### src/rtl/core/skc_pkg.sv
// shared types, constants and the per-round key function for the seed/key checker
`default_nettype none

package skc_pkg;

   localparam int unsigned ROUND_COUNT_DEFAULT = 17;
   localparam int unsigned DATA_W              = 32;
   localparam int unsigned TYPE_W              = 8;
   localparam int unsigned CSR_ADDR_W          = 2;

   localparam logic [CSR_ADDR_W-1:0] XOR_MASK_ADDR = '0;

   localparam logic [TYPE_W-1:0] SUPPORTED_TYPE = 8'd3;
   localparam logic [DATA_W-1:0] TEST_BIT       = 32'h0000_8000;
   localparam logic [DATA_W-1:0] MASK_RESET     = 32'h0000_3210;

   // payload that moves down the round pipeline
   typedef struct packed {
      logic [DATA_W-1:0] value;
      logic [DATA_W-1:0] key;
      logic              supported;
      logic              zero_seed;
   } skc_stage_type;

   function automatic logic [DATA_W-1:0] skc_round_fn(input logic [DATA_W-1:0] value,
                                                      input logic [DATA_W-1:0] mask);
      logic [DATA_W-1:0] result;
      if ((value & TEST_BIT) != '0) begin
         result = {value[DATA_W-2:0], 1'b0} ^ mask;
      end else if (value == DATA_W'(1)) begin
         result = value + DATA_W'(2);
      end else begin
         result = value + DATA_W'(1);
      end
      return result;
   endfunction

endpackage

`default_nettype wire

### src/rtl/core/skc_csr.sv
// apb-style register port holding the xor mask
`default_nettype none

module skc_csr (
   input  wire logic                           clock,
   input  wire logic                           reset,
   input  wire logic                           csr_psel,
   input  wire logic                           csr_penable,
   input  wire logic                           csr_pwrite,
   input  wire logic [skc_pkg::CSR_ADDR_W-1:0] csr_paddr,
   input  wire logic [skc_pkg::DATA_W-1:0]     csr_pwdata,
   output logic      [skc_pkg::DATA_W-1:0]     csr_prdata,
   output logic                                csr_pready,
   output logic      [skc_pkg::DATA_W-1:0]     xor_mask
);
   import skc_pkg::*;

   logic [DATA_W-1:0] mask_ff;
   logic [DATA_W-1:0] mask_in;
   logic              write_en;

   // the only register sits at byte address 0
   assign write_en = csr_psel && csr_penable && csr_pwrite && (csr_paddr == XOR_MASK_ADDR);

   always_comb begin
      mask_in = mask_ff;
      if (write_en) begin
         mask_in = csr_pwdata;
      end
   end

   always_ff @(posedge clock) begin
      if (reset) begin
         mask_ff <= MASK_RESET;
      end else begin
         mask_ff <= mask_in;
      end
   end

   assign csr_prdata = mask_ff;
   assign csr_pready = 1'b1;
   assign xor_mask   = mask_ff;

endmodule

`default_nettype wire

### src/rtl/core/skc_round.sv
// one registered round of the key derivation
`default_nettype none

module skc_round (
   input  wire logic                       clock,
   input  wire logic                       reset,
   input  wire logic                       advance,
   input  wire logic                       valid_prev,
   input  wire skc_pkg::skc_stage_type     data_prev,
   input  wire logic [skc_pkg::DATA_W-1:0] xor_mask,
   output logic                            valid_out,
   output skc_pkg::skc_stage_type          data_out
);
   import skc_pkg::*;

   logic          valid_ff;
   logic          valid_in;
   skc_stage_type data_ff;
   skc_stage_type data_in;

   always_comb begin
      valid_in      = advance ? valid_prev : valid_ff;
      data_in       = data_ff;
      if (advance) begin
         data_in       = data_prev;
         data_in.value = skc_round_fn(data_prev.value, xor_mask);
      end
   end

   always_ff @(posedge clock) begin
      if (reset) begin
         valid_ff <= 1'b0;
      end else begin
         valid_ff <= valid_in;
      end
   end

   always_ff @(posedge clock) begin
      data_ff <= data_in;
   end

   assign valid_out = valid_ff;
   assign data_out  = data_ff;

endmodule

`default_nettype wire

### src/rtl/core/skc_compare.sv
// final stage: zero-seed and unsupported-type handling, key compare, output register
`default_nettype none

module skc_compare (
   input  wire logic                        clock,
   input  wire logic                        reset,
   input  wire logic                        advance,
   input  wire logic                        valid_prev,
   input  wire skc_pkg::skc_stage_type      data_prev,
   output logic                             rsp_valid,
   output logic [skc_pkg::DATA_W-1:0]       rsp_expected_key,
   output logic                             rsp_key_match,
   output logic                             rsp_type_supported
);
   import skc_pkg::*;

   logic              valid_ff;
   logic              valid_in;
   logic [DATA_W-1:0] key_ff;
   logic [DATA_W-1:0] key_in;
   logic              match_ff;
   logic              match_in;
   logic              supp_ff;
   logic              supp_in;
   logic [DATA_W-1:0] derived;

   always_comb begin
      derived  = (data_prev.supported && !data_prev.zero_seed) ? data_prev.value : '0;
      valid_in = advance ? valid_prev : valid_ff;
      key_in   = key_ff;
      match_in = match_ff;
      supp_in  = supp_ff;
      if (advance) begin
         key_in   = derived;
         match_in = data_prev.supported && (data_prev.key == derived);
         supp_in  = data_prev.supported;
      end
   end

   always_ff @(posedge clock) begin
      if (reset) begin
         valid_ff <= 1'b0;
      end else begin
         valid_ff <= valid_in;
      end
   end

   always_ff @(posedge clock) begin
      key_ff   <= key_in;
      match_ff <= match_in;
      supp_ff  <= supp_in;
   end

   assign rsp_valid          = valid_ff;
   assign rsp_expected_key   = key_ff;
   assign rsp_key_match      = match_ff;
   assign rsp_type_supported = supp_ff;

endmodule

`default_nettype wire

### src/rtl/core/seed_key_check.sv
// top level of the security-access seed/key checker
`default_nettype none

// Security-access key checker. Each request transaction carries an access type, a seed and
// the tester's key; the response gives the expected key, a match flag and a supported flag.
// Only access type 3 is supported: the expected key is the seed run through ROUND_COUNT
// rounds (shift left and xor with the mask when bit 15 is set, else add 2 when the value is
// one, else add 1); a zero seed yields key zero. Other types answer key zero, no match.
// The rounds form a pipeline of one register stage per round plus an output stage, so the
// first stage loads at the accepting edge and each later stage registers the request in turn
// until rsp_valid rises; one request is taken every cycle while the output is empty or
// rsp_ready is high; the whole pipeline holds while the output register waits on rsp_ready.
// The xor mask (reset 0x3210) is written through the csr port at address 0 and should only
// be changed while no request is in flight.
module seed_key_check #(
   parameter int unsigned ROUND_COUNT = skc_pkg::ROUND_COUNT_DEFAULT
) (
   input  wire logic                           clock,
   input  wire logic                           reset,
   input  wire logic                           req_valid,
   output logic                                req_ready,
   input  wire logic [skc_pkg::TYPE_W-1:0]     req_access_type,
   input  wire logic [skc_pkg::DATA_W-1:0]     req_seed_value,
   input  wire logic [skc_pkg::DATA_W-1:0]     req_key_value,
   output logic                                rsp_valid,
   input  wire logic                           rsp_ready,
   output logic      [skc_pkg::DATA_W-1:0]     rsp_expected_key,
   output logic                                rsp_key_match,
   output logic                                rsp_type_supported,
   input  wire logic                           csr_psel,
   input  wire logic                           csr_penable,
   input  wire logic                           csr_pwrite,
   input  wire logic [skc_pkg::CSR_ADDR_W-1:0] csr_paddr,
   input  wire logic [skc_pkg::DATA_W-1:0]     csr_pwdata,
   output logic      [skc_pkg::DATA_W-1:0]     csr_prdata,
   output logic                                csr_pready
);
   import skc_pkg::*;

   logic              advance;
   logic [DATA_W-1:0] xor_mask;
   logic              stage_valid [ROUND_COUNT+1];
   skc_stage_type     stage_data  [ROUND_COUNT+1];

   // every stage moves together unless a finished response is stuck at the output
   assign advance   = !rsp_valid || rsp_ready;
   assign req_ready = advance;

   skc_csr u_csr (
      .clock       (clock),
      .reset       (reset),
      .csr_psel    (csr_psel),
      .csr_penable (csr_penable),
      .csr_pwrite  (csr_pwrite),
      .csr_paddr   (csr_paddr),
      .csr_pwdata  (csr_pwdata),
      .csr_prdata  (csr_prdata),
      .csr_pready  (csr_pready),
      .xor_mask    (xor_mask)
   );

   assign stage_valid[0]          = req_valid;
   assign stage_data[0].value     = req_seed_value;
   assign stage_data[0].key       = req_key_value;
   assign stage_data[0].supported = (req_access_type == SUPPORTED_TYPE);
   assign stage_data[0].zero_seed = (req_seed_value == '0);

   for (genvar r = 0; r < ROUND_COUNT; r++) begin : g_round
      skc_round u_round (
         .clock      (clock),
         .reset      (reset),
         .advance    (advance),
         .valid_prev (stage_valid[r]),
         .data_prev  (stage_data[r]),
         .xor_mask   (xor_mask),
         .valid_out  (stage_valid[r+1]),
         .data_out   (stage_data[r+1])
      );
   end

   skc_compare u_compare (
      .clock              (clock),
      .reset              (reset),
      .advance            (advance),
      .valid_prev         (stage_valid[ROUND_COUNT]),
      .data_prev          (stage_data[ROUND_COUNT]),
      .rsp_valid          (rsp_valid),
      .rsp_expected_key   (rsp_expected_key),
      .rsp_key_match      (rsp_key_match),
      .rsp_type_supported (rsp_type_supported)
   );

   a_unsupported_zero : assert property (@(posedge clock) disable iff (reset)
      (rsp_valid && !rsp_type_supported) |-> (rsp_expected_key == '0 && !rsp_key_match))
      else $error("unsupported type gave a nonzero key or a match");

   a_match_needs_type : assert property (@(posedge clock) disable iff (reset)
      (rsp_valid && rsp_key_match) |-> rsp_type_supported)
      else $error("key match flagged without a supported type");

   a_ready_follows_output : assert property (@(posedge clock) disable iff (reset)
      req_ready == (!rsp_valid || rsp_ready))
      else $error("request ready out of step with output stall");

   a_empty_after_reset : assert property (@(posedge clock)
      $past(reset) |-> !rsp_valid)
      else $error("response valid right after reset");

endmodule

`default_nettype wire
### config.mk
export PLATFORM = sky130hd
export DESIGN_NAME = seed_key_check
export DESIGN_NICKNAME = d
export VERILOG_FILES = /design/src/rtl/core/skc_pkg.sv /design/src/rtl/core/skc_csr.sv /design/src/rtl/core/skc_round.sv /design/src/rtl/core/skc_compare.sv /design/src/rtl/core/seed_key_check.sv
export SDC_FILE = /design/constraint.sdc
export NUM_CORES = 2
export LEC_CHECK = 0
export BUFFER_PORTS_ARGS = -buffer_cell sky130_fd_sc_hd__buf_2
export CAP_MARGIN = 20
export CORE_MARGIN = 4
export CORE_UTILIZATION = 60
export CTS_BUF_LIST = sky130_fd_sc_hd__clkbuf_16
export DETAILED_ROUTE_END_ITERATION = 16
export GPL_TIMING_DRIVEN = 1
export PLACE_DENSITY = 0.77
export SYNTH_ARGS = -nofsm -noshare
export SYNTH_HDL_FRONTEND = slang
export SYNTH_SLANG_ARGS = --single-unit
### constraint.sdc
create_clock -name clock -period 124.4 [get_ports clock]
set_clock_uncertainty 0.2 [all_clocks]
set_input_delay 24.88 -clock clock [delete_from_list [all_inputs] [get_ports clock]]
set_output_delay 24.88 -clock clock [all_outputs]
set_load 0.05 [all_outputs]
* After elaboration in Yosys (flattened, before gate mapping)
Cells that the tools add are included.
Cells by class: $add $sub $neg 34, equal/unequal tests 19, multiplexer cells 35, bitwise operators 17, reduce and logical (&&, ||, !) cells 10
Operator list (number):
- 32-bit two-way mux | 35
- 32-bit by 1-bit adder with 32-bit output (second input constant) | 17
- 32-bit by 2-bit adder with 32-bit output (second input constant) | 17
- 32-bit by 1-bit equality test with 1-bit output (second input constant) | 17
- 32-bit bitwise XOR | 17
- 32-bit equality test | 1
- 32-bit zero test | 1
- 8-bit by 2-bit equality test with 1-bit output (second input constant) | 1
- 1-bit logical AND | 5
- 1-bit zero test | 2
- 2-bit zero test | 1
- 1-bit logical OR | 1
Word-level totals: flip-flop bits (word level) 1206, input port bits 113, word-level logic and storage cells 205

* Logic depth before layout (Yosys ltp)
word-level depth 5, mapped depth 7, mapped depth without buffers 7

* By module
Synthesis repeated with hierarchy kept, for this count alone.
Unflattened totals: cells, all modules 4295, area, all modules 55495.7 um2
Modules (own cells, without submodules):
- skc_round (g_round[0].u_round ...) | instances 16, cells an instance 230, area an instance 3036.7 um2
- skc_round (g_round[5].u_round) | instances 1, cells an instance 235, area an instance 3101.7 um2
- skc_compare | instances 1, cells an instance 190, area an instance 2006.9 um2
- skc_csr | instances 1, cells an instance 175, area an instance 1704.1 um2
- seed_key_check | instances 1, cells an instance 15, area an instance 96.3 um2

* Worst setup path after synthesis
OpenSTA, ideal clock, no wires.
kind in2out, from input rsp_ready, to output req_ready, arrival time 56863 ps, data required time 99320 ps, setup slack 42457 ps, cell stages on the path 4, cells stage by stage nor2b_1 > clkbuf_1 > clkinv_1 > clkbuf_1
Between the ends: word-level cells in the longest chain between the ends 1
RTL lines:
- start: declaration | line seed_key_check.sv:26 | input wire logic rsp_ready,
- 1-bit logical OR | line seed_key_check.sv:46 | assign advance = !rsp_valid || rsp_ready;
- end: declaration | line seed_key_check.sv:21 | output logic req_ready,
No other way between the ends.

* Worst setup path in the final report
Same ends and word-level chain as after synthesis.

==> flow_summary.ini <==
[clock_tree]
cts_buffers = 116
postCtsHoldBufs = 0
path_clk_slew_ns = 0.06
cts_max_level = 3
clk_path_buf_depth = 3
clock_latency_ns = 0.72
clockRootBuffer = clkbuf_16
postCtsSetupRepairBufs = 0
cts_resized = 0
cts_tree = done
clock-sinks = 1206

[route]
avgRoutedWirePerCell_um = 18.9
ant_nets = 0
routed_wirelength_um = 108000
drtIter0Drc = 2624
viasPerCell = 5.73
drc = 0
dr_total_vias = 32600
firstDrtPassIters = 7

[setup_path]
end_kind = primary output
crit_path_max_incr_delay_ns = 0.44
r2r-end = g_round[0].u_round.data_out[1]$_DFFE_PP_
r2r_slack_ns = 120.12
path_class = input pin to primary output
cpMostUsedCell = buf_2
cp-start-kind = input pin
critPathRequiredTime_ns = 99.32
cp_num_buf_inv = 4
cp_max_fo = 102
path_cells = buf_2 > nor2b_1 > buf_4 > inv_8 > buf_2
arrival_ns = 26.27
slowest_stage = inv_8
rr_startpoint = u_compare.rsp_valid$_SDFFE_PP0P_
worst-r2r-cell-count = 6
crit_family = buffers and inverters
startpoint = rsp_ready

[final_layout]
fill_cells = 6158
final_cell_mix = edfxtp_1, nor2_1, xnor2_1, nand2_1, a21oi_1
nNetsFinal = 4578
final_common_cell = edfxtp_1
utilization = 0.668
drive_gt1_frac = 0.0987
area_delta_synth_final_pct = 10.5

[timing]
fmax_ghz = 0.0195
hold_violations = 0
drv_slew = 0
fin_crit_ns = 51.35
slew_headroom = 0.262
tightestPinTransition_ns = 1.11
finalSetupViolations = 0
setup_tns_ns = 0
grt_setup_unrepaired = no
finalCritPeriodShare = 0.413

[global_route]
use_met3 = 0.0305
grt_max_degree = 103
busiest_layer = met2
antenna_found_initial = 0
use_met2 = 0.404
grt_pass1_vias = 31400
grt_pass1_wl_um = 168000
grt_overflow = 0
use_met1 = 0.275
track_usage = 0.223

[hold_path]
min_path_cells = 0
holdPathEnd = g_round[11].u_round.data_out[27]$_DFFE_PP_
min-delay-start = g_round[10].u_round.data_out[27]$_DFFE_PP_
hold_class = flip-flop to flip-flop

[placed_design]
dp_hpwl_um = 69500
io_buffers = 180
gp_congestion = 0.907

[power]
cellPowerDensity_mw_per_mm2 = 17.3
ir_drop_v = 0.0000137
leakage_nw = 21.5
report.power.total_mw = 1.04

[synth]
syn_area_mm2 = 0.0543
synthCells = 4305
ys_seq_area_frac = 0.657
synth_edf_count = 1156
yosysWarnings = 0
synthArstFlopShare = 0
synth-seq-cells = 1206
synth-main-ff-cell = edfxtp_1
syn_nets = 4470
synth_cell_type_count = 70
avgSynthCellArea_um2 = 12.6

[run_status]
outcome = completed

[flow_run]
drv_cap = 0

[floorplan]
start_util = 0.605
die_h_um = 309
die_x_um = 309
dieArea_mm2 = 0.0954
ioPinCount = 182
coreArea_mm2 = 0.0899
rows = 110
## worst max-delay path by stage
stage / to / slack, ns / cells after the start
final: req_ready / 73.05 / 5
after global routing: req_ready / 72.97 / 5
after global placement: req_ready / 73.08 / 5
after floorplan: req_ready / 42.46 / 4
after detailed placement: req_ready / 73.06 / 5
after CTS: req_ready / 73.07 / 5
## Yosys cell counts, drive strengths merged, types with 6 or more instances
cell type,number,share of area
and3,46,0.0053
clkbuf,196,0.014
o21ai,219,0.020
o311ai,20,0.0032
inv,58,0.0040
nor3,43,0.0041
ha,52,0.012
o32ai,10,0.0016
nand3,70,0.0064
nand2b,19,0.0023
o211ai,17,0.0023
mux2i,57,0.011
o21a,6,0.00083
a21oi,321,0.030
nor2,395,0.027
edfxtp,1156,0.64
nand2,394,0.027
nand4,89,0.010
dfxtp,50,0.018
and4,9,0.0015
nor2b,20,0.0024
nor4,120,0.014
xnor2,394,0.064
xor2,316,0.051
buf,61,0.0049
a31oi,13,0.0015
mux2,17,0.0035
nor4b,16,0.0026
a22oi,11,0.0015
o31ai,9,0.0012
nor4bb,11,0.0021
and2,36,0.0041
## sequential cells by signal, indices dropped and copies added (netlist names)
| register | count |
|---|---|
| u_compare.rsp_valid | 1 |
| g_round.u_round.data_out | 1122 |
| u_compare.rsp_expected_key | 32 |
| u_csr.csr_prdata | 32 |
| g_round.u_round.valid_out | 17 |
| u_compare.rsp_type_supported | 1 |
| u_compare.rsp_key_match | 1 |
## cells by family after synthesis
family,count (synthesis),share of synthesized area
muxes,74,0.0140
and+or+nand+nor,1286,0.112
DFF,1206,0.657
AOI/OAI and AO/OA,660,0.0675
xor gates and xnor gates,710,0.114
adders and majority gates,52,0.0120
other,1,0.0000690
buffers and inverters,316,0.0225
## power breakdown
part,total (mW),switching [mW],internal (mW)
registers,0.570,0.0628,0.507
clock network,0.348,0.153,0.195
logic,0.119,0.0564,0.0622
## per-stage QoR
step / hold WS [ns] / std cells / instance area, µm² / setup WS (ns)
floorplan: 0.200 / 4305 / 54300 / 42.46
global placement: 0.200 / 5469 / 56200 / 73.08
detailed placement: 0.205 / 5469 / 56200 / 73.06
CTS: 0.214 / 5682 / 60000 / 73.07
global route: 0.216 / 5684 / 60000 / 72.97
finish: 0.210 / 5685 / 60000 / 73.05
## area by class of cell
cell class | count | area, µm² | area share
Timing Repair Buffer | 247 | 1440 | 0.0241
Tap cell | 1176 | 1470 | 0.0245
Clock inverter | 96 | 853 | 0.0142
Multi-Input combinational cell | 2783 | 17400 | 0.290
Antenna cell | 1 | 2.50 | 0.0000417
Sequential cell | 1206 | 35700 | 0.595
Inverter | 59 | 229 | 0.00381
Clock buffer | 117 | 2930 | 0.0488
## layer usage
| metal | up-vias | part of all wire |
|---|---|---|
| met5 | - | 0 |
| li1 | 15800 | - |
| met3 | 244 | 0.055 |
| met4 | 0 | 0.034 |
| met2 | 987 | 0.52 |
| met1 | 15600 | 0.40 |
Power figures use the tool's default switching activity.
